[src/darp_pkg.sv]
package darp_pkg;

    // One accepted request: a payload byte and its start mark
    typedef struct packed {
        logic [7:0] payload_byte;
        logic       start_of_message;
    } darp_item_t;

    // One parse result
    typedef struct packed {
        logic [2:0]  status;
        logic [3:0]  server_rcode;
        logic [31:0] host_addr;
    } darp_result_t;

    // Result status codes
    localparam logic [2:0] ST_OK           = 3'd0;
    localparam logic [2:0] ST_NOT_RESPONSE = 3'd1;
    localparam logic [2:0] ST_WRONG_IDENT  = 3'd2;
    localparam logic [2:0] ST_SERVER_RCODE = 3'd3;
    localparam logic [2:0] ST_ANSWER_COUNT = 3'd4;
    localparam logic [2:0] ST_BAD_ANSWER   = 3'd5;

    // Parser phases, one-hot
    typedef enum logic [8:0] {
        PH_HEADER = 9'b000000001,
        PH_QNAME  = 9'b000000010,
        PH_QFOOT  = 9'b000000100,
        PH_ANAME  = 9'b000001000,
        PH_APTR   = 9'b000010000,
        PH_ASKIP  = 9'b000100000,
        PH_AFIXED = 9'b001000000,
        PH_RDATA  = 9'b010000000,
        PH_DONE   = 9'b100000000
    } darp_phase_t;

    // Byte positions inside the fixed-size parts
    localparam logic [3:0] HDR_IDENT_HI   = 4'd0;
    localparam logic [3:0] HDR_IDENT_LO   = 4'd1;
    localparam logic [3:0] HDR_FLAGS_HI   = 4'd2;
    localparam logic [3:0] HDR_FLAGS_LO   = 4'd3;
    localparam logic [3:0] HDR_ANCOUNT_HI = 4'd6;
    localparam logic [3:0] HDR_ANCOUNT_LO = 4'd7;
    localparam logic [3:0] HDR_LAST       = 4'd11;
    localparam logic [3:0] QFOOT_LAST     = 4'd3;
    localparam logic [3:0] AFIX_RDLEN_HI  = 4'd8;
    localparam logic [3:0] AFIX_RDLEN_LO  = 4'd9;

    // Name label prefix marking a compressed pointer
    localparam logic [1:0] NAME_POINTER = 2'b11;

    localparam logic [15:0] IDENT_RESET = 16'hDEAD;

endpackage

[src/darp_in_stage.sv]
module darp_in_stage (
    input  logic                 clk,
    input  logic                 rst_n,
    input  logic                 in_valid,
    output logic                 in_ready,
    input  darp_pkg::darp_item_t in_item,
    input  logic                 advance,
    output logic                 item_valid,
    output darp_pkg::darp_item_t item
);

    logic                 valid_reg;
    logic                 valid_next;
    darp_pkg::darp_item_t item_reg;

    // Take a new request whenever the held one is empty or moving on
    assign in_ready   = !valid_reg || advance;
    assign item_valid = valid_reg;
    assign item       = item_reg;

    always_comb
    begin
        valid_next = valid_reg;
        if (in_valid && in_ready)
        begin
            valid_next = 1'b1;
        end
        else if (advance)
        begin
            valid_next = 1'b0;
        end
    end

    always_ff @(posedge clk or negedge rst_n)
    begin
        if (!rst_n)
        begin
            valid_reg <= 1'b0;
        end
        else
        begin
            valid_reg <= valid_next;
        end
    end

    // Hold the payload of the accepted request
    always_ff @(posedge clk)
    begin
        if (in_valid && in_ready)
        begin
            item_reg <= in_item;
        end
    end

endmodule

[src/darp_core.sv]
module darp_core #(
    parameter int MAX_ANSWER_BYTES = 4
) (
    input  logic                   clk,
    input  logic                   rst_n,
    input  logic                   cfg_we,
    input  logic [15:0]            cfg_wdata,
    input  logic                   advance,
    input  darp_pkg::darp_item_t   item,
    output logic                   emit,
    output darp_pkg::darp_result_t result
);

    localparam int LW = $clog2(MAX_ANSWER_BYTES + 1);

    darp_pkg::darp_phase_t phase_reg, phase_next, phase_cur;
    logic [3:0]  idx_reg, idx_next, idx_cur;
    logic [15:0] expected_ident_reg;
    logic [15:0] ident_reg, ident_next;
    logic        qr_reg, qr_next;
    logic [3:0]  rcode_reg, rcode_next;
    logic [15:0] answers_reg, answers_next;
    logic [7:0]  len_hi_reg, len_hi_next;
    logic [LW-1:0] len_reg, len_next;
    logic [31:0] addr_reg, addr_next;
    logic [15:0] len_full;
    logic [4:0]  idx_inc;
    logic [7:0]  b;
    logic        found;

    assign b        = item.payload_byte;
    assign len_full = {len_hi_reg, b};
    assign idx_inc  = {1'b0, idx_cur} + 5'd1;

    // Step the parser by one byte
    always_comb
    begin
        phase_cur    = item.start_of_message ? darp_pkg::PH_HEADER : phase_reg;
        idx_cur      = item.start_of_message ? 4'd0 : idx_reg;
        phase_next   = phase_cur;
        idx_next     = idx_cur;
        ident_next   = ident_reg;
        qr_next      = qr_reg;
        rcode_next   = rcode_reg;
        answers_next = answers_reg;
        len_hi_next  = len_hi_reg;
        len_next     = len_reg;
        addr_next    = addr_reg;
        found        = 1'b0;
        result       = '0;

        case (phase_cur)
            darp_pkg::PH_HEADER:
            begin
                case (idx_cur)
                    darp_pkg::HDR_IDENT_HI:   ident_next = {b, 8'h00};
                    darp_pkg::HDR_IDENT_LO:   ident_next = {ident_reg[15:8], b};
                    darp_pkg::HDR_FLAGS_HI:   qr_next = b[7];
                    darp_pkg::HDR_FLAGS_LO:   rcode_next = b[3:0];
                    darp_pkg::HDR_ANCOUNT_HI: answers_next = {b, 8'h00};
                    darp_pkg::HDR_ANCOUNT_LO: answers_next = {answers_reg[15:8], b};
                    default: ;
                endcase
                idx_next = 4'(idx_cur + 4'd1);
                // Check the header in priority order on its last byte
                if (idx_cur == darp_pkg::HDR_LAST)
                begin
                    idx_next = 4'd0;
                    found    = 1'b1;
                    if (!qr_reg)
                    begin
                        result.status = darp_pkg::ST_NOT_RESPONSE;
                    end
                    else if (ident_reg != expected_ident_reg)
                    begin
                        result.status = darp_pkg::ST_WRONG_IDENT;
                    end
                    else if (rcode_reg != 4'd0)
                    begin
                        result.status       = darp_pkg::ST_SERVER_RCODE;
                        result.server_rcode = rcode_reg;
                    end
                    else if (answers_reg != 16'd1)
                    begin
                        result.status = darp_pkg::ST_ANSWER_COUNT;
                    end
                    else
                    begin
                        found      = 1'b0;
                        phase_next = darp_pkg::PH_QNAME;
                    end
                end
            end
            darp_pkg::PH_QNAME:
            begin
                if (b == 8'd0)
                begin
                    phase_next = darp_pkg::PH_QFOOT;
                    idx_next   = 4'd0;
                end
            end
            darp_pkg::PH_QFOOT:
            begin
                idx_next = 4'(idx_cur + 4'd1);
                if (idx_cur == darp_pkg::QFOOT_LAST)
                begin
                    idx_next   = 4'd0;
                    phase_next = darp_pkg::PH_ANAME;
                end
            end
            darp_pkg::PH_ANAME:
            begin
                idx_next = 4'd0;
                if (b[7:6] == darp_pkg::NAME_POINTER)
                begin
                    phase_next = darp_pkg::PH_APTR;
                end
                else if (b == 8'd0)
                begin
                    phase_next = darp_pkg::PH_AFIXED;
                end
                else
                begin
                    phase_next = darp_pkg::PH_ASKIP;
                end
            end
            darp_pkg::PH_APTR:
            begin
                idx_next   = 4'd0;
                phase_next = darp_pkg::PH_AFIXED;
            end
            darp_pkg::PH_ASKIP:
            begin
                if (b == 8'd0)
                begin
                    idx_next   = 4'd0;
                    phase_next = darp_pkg::PH_AFIXED;
                end
            end
            darp_pkg::PH_AFIXED:
            begin
                idx_next = 4'(idx_cur + 4'd1);
                if (idx_cur == darp_pkg::AFIX_RDLEN_HI)
                begin
                    len_hi_next = b;
                end
                // Judge the data length on the last fixed byte
                if (idx_cur == darp_pkg::AFIX_RDLEN_LO)
                begin
                    idx_next  = 4'd0;
                    addr_next = '0;
                    if (len_full > 16'(MAX_ANSWER_BYTES))
                    begin
                        found         = 1'b1;
                        result.status = darp_pkg::ST_BAD_ANSWER;
                    end
                    else if (len_full == 16'd0)
                    begin
                        found         = 1'b1;
                        result.status = darp_pkg::ST_OK;
                    end
                    else
                    begin
                        len_next   = len_full[LW-1:0];
                        phase_next = darp_pkg::PH_RDATA;
                    end
                end
            end
            darp_pkg::PH_RDATA:
            begin
                // Keep only the first four data bytes, most significant first
                if (idx_cur[3:2] == 2'b00)
                begin
                    case (idx_cur[1:0])
                        2'd0:    addr_next[31:24] = addr_reg[31:24] | b;
                        2'd1:    addr_next[23:16] = addr_reg[23:16] | b;
                        2'd2:    addr_next[15:8]  = addr_reg[15:8] | b;
                        default: addr_next[7:0]   = addr_reg[7:0] | b;
                    endcase
                end
                idx_next = 4'(idx_cur + 4'd1);
                if (idx_inc >= 5'(len_reg))
                begin
                    found            = 1'b1;
                    result.status    = darp_pkg::ST_OK;
                    result.host_addr = addr_next;
                end
            end
            default: ;
        endcase

        if (found)
        begin
            phase_next = darp_pkg::PH_DONE;
        end
    end

    assign emit = advance && found;

    // Control state
    always_ff @(posedge clk or negedge rst_n)
    begin
        if (!rst_n)
        begin
            phase_reg          <= darp_pkg::PH_HEADER;
            idx_reg            <= 4'd0;
            expected_ident_reg <= darp_pkg::IDENT_RESET;
        end
        else
        begin
            if (advance)
            begin
                phase_reg <= phase_next;
                idx_reg   <= idx_next;
            end
            if (cfg_we)
            begin
                expected_ident_reg <= cfg_wdata;
            end
        end
    end

    // Gathered header fields, length and address
    always_ff @(posedge clk)
    begin
        if (advance)
        begin
            ident_reg   <= ident_next;
            qr_reg      <= qr_next;
            rcode_reg   <= rcode_next;
            answers_reg <= answers_next;
            len_hi_reg  <= len_hi_next;
            len_reg     <= len_next;
            addr_reg    <= addr_next;
        end
    end

    // A finished message stays quiet until the next start
    a_done_quiet: assert property (@(posedge clk) disable iff (!rst_n)
        (phase_reg == darp_pkg::PH_DONE && !item.start_of_message) |-> !found)
        else $error("result produced after message was complete");

    // Every result closes the message
    a_emit_done: assert property (@(posedge clk) disable iff (!rst_n)
        emit |=> phase_reg == darp_pkg::PH_DONE)
        else $error("parser did not close the message after a result");

    // Data byte count never passes the allowed length
    a_rdata_len: assert property (@(posedge clk) disable iff (!rst_n)
        phase_reg == darp_pkg::PH_RDATA |-> 5'(idx_reg) < 5'(len_reg))
        else $error("data byte count ran past the answer length");

endmodule

[src/darp_out_stage.sv]
module darp_out_stage (
    input  logic                   clk,
    input  logic                   rst_n,
    input  logic                   load,
    input  darp_pkg::darp_result_t result,
    output logic                   free,
    output logic                   out_valid,
    input  logic                   out_ready,
    output darp_pkg::darp_result_t out_result
);

    logic                   valid_reg;
    logic                   valid_next;
    darp_pkg::darp_result_t result_reg;

    // Room for a new result when empty or being taken now
    assign free       = !valid_reg || out_ready;
    assign out_valid  = valid_reg;
    assign out_result = result_reg;

    always_comb
    begin
        valid_next = valid_reg;
        if (load)
        begin
            valid_next = 1'b1;
        end
        else if (out_ready)
        begin
            valid_next = 1'b0;
        end
    end

    always_ff @(posedge clk or negedge rst_n)
    begin
        if (!rst_n)
        begin
            valid_reg <= 1'b0;
        end
        else
        begin
            valid_reg <= valid_next;
        end
    end

    // Hold the result until taken
    always_ff @(posedge clk)
    begin
        if (load)
        begin
            result_reg <= result;
        end
    end

endmodule

[src/dns_a_record_response_parser.sv]
// DNS A-record response parser.
// Input channel (in_valid/in_ready): one payload byte per request, with
// start_of_message high on the first header byte of each response.
// Output channel (out_valid/out_ready): at most one result per message:
// status, server_rcode and host_addr.
// Configuration: cfg_we writes cfg_wdata to the expected identification;
// write it only while no message is in flight.
// Result path: the byte that completes a result is held in the input
// register, and the result register loads from it once it has room.
// Throughput: one byte per cycle while out_ready stays high; the per-byte
// parser update is the only logic between the input and result registers.
// Reset: the expected identification returns to 0xDEAD, the parser waits
// for header byte 0, and both registers empty.
// Receiver stall: while a result waits with out_ready low the parser holds;
// the input register takes at most one more byte, then in_ready stays low
// until out_ready frees the result register.
module dns_a_record_response_parser #(
    parameter int MAX_ANSWER_BYTES = 4
) (
    input  logic        clk,
    input  logic        rst_n,
    input  logic        in_valid,
    output logic        in_ready,
    input  logic [7:0]  payload_byte,
    input  logic        start_of_message,
    output logic        out_valid,
    input  logic        out_ready,
    output logic [2:0]  status,
    output logic [3:0]  server_rcode,
    output logic [31:0] host_addr,
    input  logic        cfg_we,
    input  logic [15:0] cfg_wdata
);

    darp_pkg::darp_item_t   in_item;
    darp_pkg::darp_item_t   item;
    darp_pkg::darp_result_t result;
    darp_pkg::darp_result_t out_result;
    logic                   item_valid;
    logic                   free;
    logic                   advance;
    logic                   emit;

    assign in_item.payload_byte     = payload_byte;
    assign in_item.start_of_message = start_of_message;

    // Parse the held byte when the result side has room
    assign advance = item_valid && free;

    darp_in_stage u_in_stage (
        .clk        (clk),
        .rst_n      (rst_n),
        .in_valid   (in_valid),
        .in_ready   (in_ready),
        .in_item    (in_item),
        .advance    (advance),
        .item_valid (item_valid),
        .item       (item)
    );

    darp_core #(
        .MAX_ANSWER_BYTES (MAX_ANSWER_BYTES)
    ) u_core (
        .clk       (clk),
        .rst_n     (rst_n),
        .cfg_we    (cfg_we),
        .cfg_wdata (cfg_wdata),
        .advance   (advance),
        .item      (item),
        .emit      (emit),
        .result    (result)
    );

    darp_out_stage u_out_stage (
        .clk        (clk),
        .rst_n      (rst_n),
        .load       (emit),
        .result     (result),
        .free       (free),
        .out_valid  (out_valid),
        .out_ready  (out_ready),
        .out_result (out_result)
    );

    assign status       = out_result.status;
    assign server_rcode = out_result.server_rcode;
    assign host_addr    = out_result.host_addr;

    // Address is zero unless the answer parsed cleanly
    a_addr_ok_only: assert property (@(posedge clk) disable iff (!rst_n)
        (out_valid && status != darp_pkg::ST_OK) |-> host_addr == 32'd0)
        else $error("address set on an error result");

    // Rcode is reported only for a server error
    a_rcode_only: assert property (@(posedge clk) disable iff (!rst_n)
        (out_valid && status != darp_pkg::ST_SERVER_RCODE) |-> server_rcode == 4'd0)
        else $error("rcode set on a result that is not a server error");

    // A server error always carries a nonzero rcode
    a_rcode_nonzero: assert property (@(posedge clk) disable iff (!rst_n)
        (out_valid && status == darp_pkg::ST_SERVER_RCODE) |-> server_rcode != 4'd0)
        else $error("server error reported with zero rcode");

endmodule
[config.mk]
export PLATFORM = sky130hd
export DESIGN_NAME = dns_a_record_response_parser
export DESIGN_NICKNAME = d
export VERILOG_FILES = /design/src/darp_pkg.sv /design/src/darp_in_stage.sv /design/src/darp_core.sv /design/src/darp_out_stage.sv /design/src/dns_a_record_response_parser.sv
export SDC_FILE = /design/constraint.sdc
export NUM_CORES = 1
export LEC_CHECK = 0
export BUFFER_PORTS_ARGS = -buffer_cell sky130_fd_sc_hd__buf_2
export CAP_MARGIN = 20
export CELL_PAD_IN_SITES_DETAIL_PLACEMENT = 0
export CELL_PAD_IN_SITES_GLOBAL_PLACEMENT = 2
export CORE_ASPECT_RATIO = 2
export CORE_MARGIN = 2
export CORE_UTILIZATION = 37
export DETAILED_ROUTE_END_ITERATION = 16
export GPL_ROUTABILITY_DRIVEN = 0
export PLACE_DENSITY_LB_ADDON = 0.1
export SLEW_MARGIN = 5
export SYNTH_ARGS = -nofsm -noshare
export SYNTH_HDL_FRONTEND = slang
export SYNTH_SLANG_ARGS = --single-unit
[constraint.sdc]
create_clock -name clk -period 5.22 [get_ports clk]
set_input_delay 0.522 -clock clk [delete_from_list [all_inputs] [get_ports clk]]
set_output_delay 0.522 -clock clk [all_outputs]
set_load 0.01 [all_outputs]
# After elaboration in Yosys (flattened, before gate mapping)
# Cells that the tools add are included.
# totals
word_cells,145
output_inout_bits,41
ff_bits,159
inputBits,30
# classes
mux,56
magnitude_cmp,2
addsub,2
n_reduce_logical,32
eq_ne,22
bitwise,12
# ops
op,count
two-way mux 9 bit,14
two-way mux 32 bit,2
case mux 16 bit (2 select lines),2
case mux 32 bit (2 select lines),1
case mux 9 bit (7 select lines),1
two-way mux 4 bit,8
two-way mux 8 bit,4
bitwise OR 8 bit,4
case mux 4 bit (6 select lines),1
two-way mux 3 bit,6
AND reduction 3 bit,6
"> comparator 16 x 3 -> 1 bit, second input constant",1
logical NOT 16 bit,1
"inequality test 16 x 1 -> 1 bit, second input constant",1
inequality test 16 bit,1
two-way mux 7 bit,2
two-way mux 1 bit,13
"equality test 4 bit, second input constant",3
nonzero test 2 bit,5
"equality test 9 x 1 -> 1 bit, second input constant",1
"equality test 9 x 2 -> 1 bit, second input constant",1
"equality test 9 x 3 -> 1 bit, second input constant",1
"equality test 9 x 4 -> 1 bit, second input constant",1
"equality test 9 x 5 -> 1 bit, second input constant",1
other kinds (28),45

# Logic depth before layout (Yosys ltp)
# Gate-level depths: netlist (run 1).
# depth
depth_word,9
depth_mapped,13
ltp_nobuf,11

# Modules after synthesis
# A second synthesis (run 1) with hierarchy kept.
# unflattened
cells_unflattened,527
hier_area_um2,6939.2
# modules_own_cells
module,area_each_um2,instances,seq_area_each_um2,cells_each
darp_core,5390.2,1,3143.0,471
darp_out_stage,1218.7,1,1196.1,42
darp_in_stage,324.1,1,295.3,13
dns_a_record_response_parser,6.3,1,0.0,1

# Worst setup path before layout (run 1)
# Ideal clock, no wire load.
# synth_path
path_kind,reg2reg
from,"register u_in_stage.item_reg, in the netlist u_in_stage.item[0]"
to,"register u_out_stage.result_reg, in the netlist u_out_stage.out_result[0], enable pin"
arrival_ps,4460
required_ps,4767
path_buffers,3
setup_ps,453
slack_ps,308
path_stages_with_launch,12
synth_period_minus_slack_ps,4912
cell_sequence,edfxtp_1 > clkbuf_1 > nor2b_1 > ha_1 > clkbuf_1 > xnor2_1 > ha_1 > o221ai_1 > o2111a_1 > clkbuf_1 > o21a_1 > a21oi_1
# synth_between
elab_chain_cells,6
word_cells_on_any_way,14
cone_classes,add/sub (1); order compare (1); eq/ne (5); mux (6); reduce/logical (1)
# synth_rtl
element,line,source
from (decl),darp_in_stage.sv:14,darp_pkg::darp_item_t item_reg;
from (signal assigned),darp_in_stage.sv:51,item_reg <= in_item;
two-way mux 4 bit,darp_core.sv:39,idx_cur = item.start_of_message ? 4'd0 : idx_reg;
adder 4 x 1 -> 5 bit,darp_core.sv:33,"assign idx_inc = {1'b0, idx_cur} + 5'd1;"
>= comparator 5 x 3 -> 1 bit,darp_core.sv:182,if (idx_inc >= 5'(len_reg))
two-way mux 1 bit,darp_core.sv:182,
case mux 1 bit (3 select lines) *,darp_core.sv:52,case (phase_cur)
logical AND 1 bit *,darp_core.sv:198,assign emit = advance && found;
via emit,dns_a_record_response_parser.sv:42,logic emit;
to (signal assigned),darp_out_stage.sv:51,result_reg <= result;
to (decl),darp_out_stage.sv:14,darp_pkg::darp_result_t result_reg;
# Mark *: on every way through the listed nets, which the timed path passes. The rest lies on a longest branch.
# A chain may end at the register's enable or synchronous reset.

# Worst setup path in the final report (run 1)
# layout_path
from,"register u_in_stage.item_reg, in the netlist u_in_stage.item[0]"
to,"register u_out_stage.result_reg, in the netlist u_out_stage.out_result[16], enable pin"
# The elaborated chain is that of the path after synthesis.

==> metrics.cfg, run 1 <==
[worst_setup_path]
cp_max_fo = 18
critPathSlowestCell = edfxtp_1
crit_chain = nor2b_1, ha_1, nand2_1, nor3_1, nor2b_1, a21bo_2, a21oi_4, buf_4
arrival_ps = 4050
startpoint_type = flip-flop
crit_path_max_incr_delay_ps = 650
cpLargestDelayFamily = simple AND/OR/NAND/NOR gates
r2r_cells = 8
end_kind = flip-flop
worstPathRequired_ps = 5330
crit_cells = 8
cp.buffers_inverters = 1
path_class = reg2reg
path_common_cell = nor2b_1

[timing]
setup_viol_count_final = 0
setup_tns_ps = 0
finalMaxSlewViolations = 0
fin_crit_ps = 3940
rsz0062_at_grt = no
finalHoldViolations = 0
post-route-period-util = 0.755
final.setup_skew_ps = 8.34
fmax_mhz = 254
worstMarginPinSlew_ps = 903
maxSlewHeadroom = 0.393

[die]
num_io_pins = 71
die_h_um = 198
std_cell_rows = 70
die_w_um = 101
die_area_mm2 = 0.0199
fp.coreArea_mm2 = 0.0183
initial_core_util = 0.379

[power_and_ir_drop]
pwr-share-comb = 0.159
switching_share = 0.288
powerDensity_mw_per_mm2 = 391
ir_drop_mv = 0.338
pwr-share-seq = 0.493
power.switching_uw = 910
internal-power_uw = 2250
cellLeakagePower_uw = 0.00282
finalPower_uw = 3160
clkPwrFrac = 0.348

[cts]
cts_made_buffers = 17
cts_resized = 0
clock_path_buffers = 2
clk_pin_slew_worst_paths_ps = 60
numClockSinks = 159
cts_hold_buf = 0
clock_latency_ps = 420
cts_tree = done
cts_setup_buffers = 0
cts.htree.levels = 4
root_buffer = clkbuf_16

[synth]
synth_edf_count = 128
ys_types = 59
syn_nets = 578
synth_seq_area_share = 0.668
yosys_warnings = 0
async_flop_share = 0.195
ys.flop_type = edfxtp_1
ys_seq_elements = 159
syn-cell-area_mm2 = 0.00694
syn_inst = 542
syn_avg_cell_area_um2 = 12.8

[layout]
largest_reg_flops = 39
drive_gt1_frac = 0.240
final_cell_mix = 128 x edfxtp_1, 71 x buf_2, 55 x nor2_1, 41 x nor3_1, 31 x a21oi_1
multi_input_area_mm2 = 0.00217
design_area_mm2 = 0.00808
fillers = 1686
regArea_mm2 = 0.00463
final_util = 0.441
mostFrequentLayoutCell = edfxtp_1
area_growth_pct = 16.4
antenna_cells = 0
layout.cells.non_filler = 842
finalNetCount = 649

[route]
dr.pass1.iters = 5
routedWlPerCell_um = 19.9
drtAntennaViolNets = 0
top_layer = met4
dr_wl_met3_um = 558
drc = 0
wl_met1_mm = 6.27
drt-total-wl_mm = 16.8
route.met2.wl_mm = 9.38
avgViaCountPerCell = 5.41
initialDrtViolationCount = 146
vias = 4554

[grt]
grt_max_degree = 70
grt_pass1_vias = 4730
track_usage = 0.180
grt_pass1_wl_mm = 26.5
grt_overflow_total = 0
antenna_found_initial = 0

[placement]
place_area_mm2 = 0.00755
hpwlAfterDp_mm = 11.9
numPlacedInstances = 808
portBuffers = 70

[status]
status = finished clean

[min_path]
hold_path_class = in2async

[flow_run]
cap_viol_max_count = 0

-- per-stage QoR --
stage	hold WS, ps	worst slack (ps)
2_1_floorplan	226	308
3_3_place_gp	507	1370
3_5_place_dp	526	1220
4_1_cts	195	1240
5_1_grt	225	986
6_report	166	1280
-- cell type report --
cell class                      instances  area share
Inverter                               12     0.00557
Clock inverter                         14      0.0115
Sequential cell                       159       0.573
Clock buffer                           18      0.0531
Timing Repair Buffer                   82      0.0539
Multi-Input combinational cell        341       0.269
Tap cell                              216      0.0334
-- cell families (layout without fill, tap and decap cells) --
logic type / after synthesis / in the layout / share of synthesized area
compound gates: 77 / 77 / 0.0741
simple gates: 222 / 222 / 0.172
flops: 159 / 159 / 0.668
xor+xnor: 18 / 18 / 0.0227
mux: 18 / 18 / 0.0288
fa+ha+maj: 6 / 6 / 0.0108
buf+inv: 42 / 126 / 0.0238
-- power by group through the flow --
stage | clock network, uW | registers (uW) | logic (uW)
global placement | 0 | 1590 | 501
global route | 1180 | 1570 | 550
detailed placement | 0 | 1590 | 501
floorplan | 0 | 1540 | 367
CTS | 1130 | 1560 | 503
finish | 1100 | 1560 | 502
-- path summary, 6_finish.rpt --
path                                                          start                                        to  slack [ps]
setup / recovery                       u_in_stage.item[0]$_DFFE_PP_  u_out_stage.out_result[16]$_SDFFCE_PN0P_        1280
hold / removal                                                rst_n           u_core.phase_reg[5]$_DFFE_PN0P_         170
setup reg to reg                       u_in_stage.item[0]$_DFFE_PP_  u_out_stage.out_result[16]$_SDFFCE_PN0P_        1280
hold reg to reg            u_core.expected_ident_reg[8]$_DFFE_PN0P_  u_core.expected_ident_reg[8]$_DFFE_PN0P_         530
max in group asynchronous                                     rst_n  u_core.expected_ident_reg[4]$_DFFE_PN0P_        4550
min in group clk                                    payload_byte[2]              u_in_stage.item[3]$_DFFE_PP_         280
-- metal layers --
| metal | track usage | vias to the layer above |
|---|---|---|
| li1 | - | 2149 |
| met1 | 0.193 | 2267 |
| met2 | 0.331 | 115 |
| met3 | 0.0378 | 23 |
| met4 | 0.0812 | 0 |
| met5 | 0 | - |
-- cell usage after synthesis (3+ instances only) --
cell type  instances  share of area
nand2_1           22          0.012
o2111ai_1          4         0.0050
nor2b_1           22          0.020
nand4_1            7         0.0063
clkbuf_1          23          0.012
nor2_1            55          0.030
nor4_1            10         0.0090
buf_1              6         0.0032
ha_1               6          0.011
nand2b_1           8         0.0072
nor3_1            41          0.030
o21ai_1            3         0.0022
o21ai_0           11         0.0079
dfrtp_1           19          0.068
a21oi_1           33          0.024
and2_1             9         0.0081
a21o_1             3         0.0032
dfstp_2           12          0.045
mux2_2            16          0.026
xnor2_1           17          0.021
inv_1             12         0.0065
edfxtp_1         128           0.55
and3_1            21          0.019
nand4b_1           3         0.0038
nand3_1            6         0.0043
Power figures use the tool's default switching activity.
==> inputs of run 2 (changes only) <==
clock period = 3.4 ns   (was 5.22 ns; I/O delays follow)
==> metrics.cfg, run 2 (synthesized netlist as in run 1, its figures left out) <==
[status]
status = finished with violations
violations = negative hold slack

[timing]
fin_crit_ps = 3030
finalMaxSlewViolations = 0
maxSlewHeadroom = 0.483
finalHoldViolations = 11
fmax_mhz = 331
worstMarginPinSlew_ps = 775
setup_viol_count_final = 0
post-route-period-util = 0.890
whs_ps = -32.0
layout_setup_ws_ps = 374
final.setup_skew_ps = 8.30
setup_tns_ps = 0
rsz0062_at_grt = no

[cts]
clock_path_buffers = 2
clock_latency_ps = 420
cts_hold_buf = 0
cts_setup_buffers = 0
cts_made_buffers = 17
cts_tree = done
numClockSinks = 159
root_buffer = clkbuf_16
clk_pin_slew_worst_paths_ps = 70
cts_resized = 0
cts.htree.levels = 4

[worst_setup_path]
arrival_ps = 3150
end_kind = flip-flop
path_class = reg2reg
worstPathRequired_ps = 3520
cpLargestDelayFamily = simple AND/OR/NAND/NOR gates
crit_chain = buf_4, nor2_2, inv_1, ha_1, or4bb_1, and4b_1, o21ai_1, o21a_1, a21oi_4, buf_12
cp.buffers_inverters = 3
cp_max_fo = 32
critPathSlowestCell = or4bb_1
startpoint_type = flip-flop
crit_path_max_incr_delay_ps = 560

[route]
dr.pass1.iters = 5
drc = 0
routedWlPerCell_um = 19.8
initialDrtViolationCount = 178
drt-total-wl_mm = 16.9
drtAntennaViolNets = 0
avgViaCountPerCell = 5.28
vias = 4497

[min_path]
hold_path_class = in2async

[placement]
hpwlAfterDp_mm = 11.9
portBuffers = 70
pre_cts_slack_ps = 390

[die]
initial_core_util = 0.379
fp.coreArea_mm2 = 0.0183
die_h_um = 198
std_cell_rows = 70
die_w_um = 101
die_area_mm2 = 0.0199
num_io_pins = 71

[layout]
area_growth_pct = 19.1
multi_input_area_mm2 = 0.00218
fillers = 1688
largest_reg_flops = 39
mostFrequentLayoutCell = edfxtp_1
final_cell_mix = 128 x edfxtp_1, 70 x buf_2, 54 x nor2_1, 41 x nor3_1, 31 x a21oi_1
drive_gt1_frac = 0.263
antenna_cells = 0
finalNetCount = 659
regArea_mm2 = 0.00463

[power_and_ir_drop]
ir_drop_mv = 0.332
powerDensity_mw_per_mm2 = 615
cellLeakagePower_uw = 0.00291
finalPower_uw = 5080

[grt]
track_usage = 0.177
antenna_found_initial = 0
grt_max_degree = 65
grt_pass1_wl_mm = 26.1
grt_pass1_vias = 4761
grt_overflow_total = 0

[flow_run]
cap_viol_max_count = 0

## run 2: metrics by stage
stage	instance area, um^2	utilization	cells
after floorplan	6970	-	542
after global placement	7670	0.419	820
after detailed placement	7670	0.419	820
after CTS	8270	0.452	852
after global routing	8270	0.452	852
final	8270	0.452	852
## run 2: worst paths after layout
| kind | start | end | slack, ps | cells after the start |
|---|---|---|---|---|
| min reg2reg | u_core.expected_ident_reg[8]$_DFFE_PN0P_ | u_core.expected_ident_reg[8]$_DFFE_PN0P_ | 530 | 1 |
| max | u_in_stage.item[0]$_DFFE_PP_ | u_out_stage.out_result[21]$_SDFFCE_PN0P_ | 370 | 10 |
| max reg2reg | u_in_stage.item[0]$_DFFE_PP_ | u_out_stage.out_result[21]$_SDFFCE_PN0P_ | 370 | 10 |
| min in group clk | payload_byte[2] | u_in_stage.item[3]$_DFFE_PP_ | 90 | 1 |
| max in group asynchronous | rst_n | u_core.expected_ident_reg[4]$_DFFE_PN0P_ | 2900 | 1 |
| min | rst_n | u_core.phase_reg[6]$_DFFE_PN0P_ | -30 | 1 |
## run 2: area by class of cell
cell class                      count  share of cell area
Clock inverter                     10              0.0123
Timing Repair Buffer               92              0.0654
Tap cell                          216              0.0327
Clock buffer                       22              0.0599
Sequential cell                   159               0.560
Inverter                           12             0.00545
Multi-Input combinational cell    341               0.264
## run 2: per-layer routing
metal | wire (um) | part of all wire | global-route usage | vias up
li1 | - | - | - | 2169
met1 | 6410 | 0.38 | 0.192 | 2209
met2 | 9630 | 0.57 | 0.332 | 98
met3 | 513 | 0.030 | 0.0282 | 21
met4 | 324 | 0.019 | 0.0731 | 0
met5 | 0 | 0 | 0 | -
## run 2: power breakdown
group	leakage [uW]	switching, uW	internal (uW)
logic	0.00121	505	291
clock network	0.000290	796	1120
registers	0.00141	119	2250
total	0.00291	1420	3660
==> inputs of run 3 (changes only) <==
CORE_UTILIZATION = 44   (was 37)
RECOVER_POWER = 25   (was unset)
clock period = 3.7 ns   (was 3.4 ns; I/O delays follow)
==> metrics.cfg, run 3 (synthesized netlist as in run 1, its figures left out) <==
[cts]
numClockSinks = 159
cts_setup_buffers = 0
root_buffer = clkbuf_16
cts.htree.levels = 4
clock_path_buffers = 2
cts_made_buffers = 17
cts_resized = 0
clock_latency_ps = 420
clk_pin_slew_worst_paths_ps = 60
cts_tree = done
cts_hold_buf = 0

[grt]
grt_overflow_total = 0
busiest_layer = met2
antenna_found_initial = 0
grt_pass1_vias = 4473
met3_usage = 0.0390
use_met2 = 0.314
grt_pass1_wl_mm = 23.8
gr-usage-met1 = 0.240
track_usage = 0.189
grt_max_degree = 65

[route]
drt-total-wl_mm = 15.0
drc = 0
dr.pass1.iters = 5
routedWlPerCell_um = 18.0
drtAntennaViolNets = 0
initialDrtViolationCount = 272
avgViaCountPerCell = 5.35
vias = 4453

[die]
die_w_um = 92.8
num_io_pins = 71
die_area_mm2 = 0.0169
std_cell_rows = 65
die_h_um = 182
fp.coreArea_mm2 = 0.0156
initial_core_util = 0.445

[timing]
setup_viol_count_final = 0
worstMarginPinSlew_ps = 1840
post-route-period-util = 0.883
layout_setup_ws_ps = 433
fmax_mhz = 306
fin_crit_ps = 3270
maxSlewHeadroom = -0.228
finalHoldViolations = 0
final.setup_skew_ps = 8.88
setup_tns_ps = 0
finalMaxSlewViolations = 32
whs_ps = 125
rsz0062_at_grt = no

[layout]
largest_reg_flops = 39
drive_gt1_frac = 0.204
mostFrequentLayoutCell = edfxtp_1
antenna_cells = 0
final_cell_mix = 128 x edfxtp_1, 55 x nor2_1, 53 x buf_2, 41 x nor3_1, 31 x a21oi_1
finalNetCount = 654
area_growth_pct = 18.1

[placement]
pre_cts_slack_ps = 453
hpwlAfterDp_mm = 10.4
portBuffers = 70

[status]
status = finished with violations
violations = max-capacitance violations, max-slew violations

[worst_setup_path]
arrival_ps = 3340
cp_max_fo = 28
worstPathRequired_ps = 3780
startpoint_type = flip-flop
end_kind = flip-flop
path_class = reg2reg

[power_and_ir_drop]
cellLeakagePower_uw = 0.00287
ir_drop_mv = 0.335
finalPower_uw = 4730
powerDensity_mw_per_mm2 = 577

[flow_run]
cap_viol_max_count = 1

[min_path]
hold_path_class = in2reg

==> run 3: changes by cell type in the layout (fill, tap and decap cells not counted), sizes merged <==
cell      delta
buf         -24
bufinv       +1
clkbuf      +20
clkinvlp     -2
==> run 3: worst paths after layout <==
check / start / end / slack (ps) / depth (start not counted)
setup reg to reg: u_core.idx_reg[0]$_DFFE_PN0P_ / u_out_stage.out_result[20]$_SDFFCE_PN0P_ / 430 / 8
max in group asynchronous: rst_n / u_core.expected_ident_reg[13]$_DFFE_PN0P_ / 2180 / 1
hold reg to reg: u_core.expected_ident_reg[4]$_DFFE_PN0P_ / u_core.expected_ident_reg[4]$_DFFE_PN0P_ / 530 / 1
hold / removal: payload_byte[5] / u_in_stage.item[6]$_DFFE_PP_ / 120 / 1
setup / recovery: u_core.idx_reg[0]$_DFFE_PN0P_ / u_out_stage.out_result[20]$_SDFFCE_PN0P_ / 430 / 8
min in group asynchronous: rst_n / u_core.phase_reg[4]$_DFFE_PN0P_ / 440 / 1
==> run 3: worst max-delay path, stage by stage (launching register included) <==
cell     delay, ps
dfrtp_1        380
nor2b_1        430
ha_1           480
or4bb_1        540
and4b_1        330
o21ai_1        100
o21a_1         140
a21oi_4        130
buf_4          380
==> run 3: final cells by class <==
cell class | instances | area [um^2]
sequential | 159 | 4630
fill | 1437 | 7410
tap | 201 | 251
inverter | 12 | 45.0
clock buffer | 23 | 520
multi-input combinational | 341 | 2180
timing repair buffer | 87 | 449
clock inverter | 9 | 118
==> run 3: metrics by stage <==
stage / std cells / area (um^2) / utilization
2_1_floorplan: 542 / 6960 / -
3_3_place_gp: 800 / 7590 / 0.486
3_5_place_dp: 800 / 7590 / 0.486
4_1_cts: 832 / 8230 / 0.527
5_1_grt: 832 / 8200 / 0.525
6_report: 832 / 8200 / 0.525
==> run 3: layer usage <==
layer  up-vias  wire (um)
met5         -          0
met4         0        385
met3        23        581
met2       116       7560
met1      2153       6480
li1       2161          -
==> run 3: where the power goes <==
part	switching [uW]	internal [uW]	leakage, uW	total [uW]
sequential	121	2070	0.00140	2190
clock	709	1140	0.000316	1850
combinational	434	264	0.00115	698
total	1260	3470	0.00287	4730
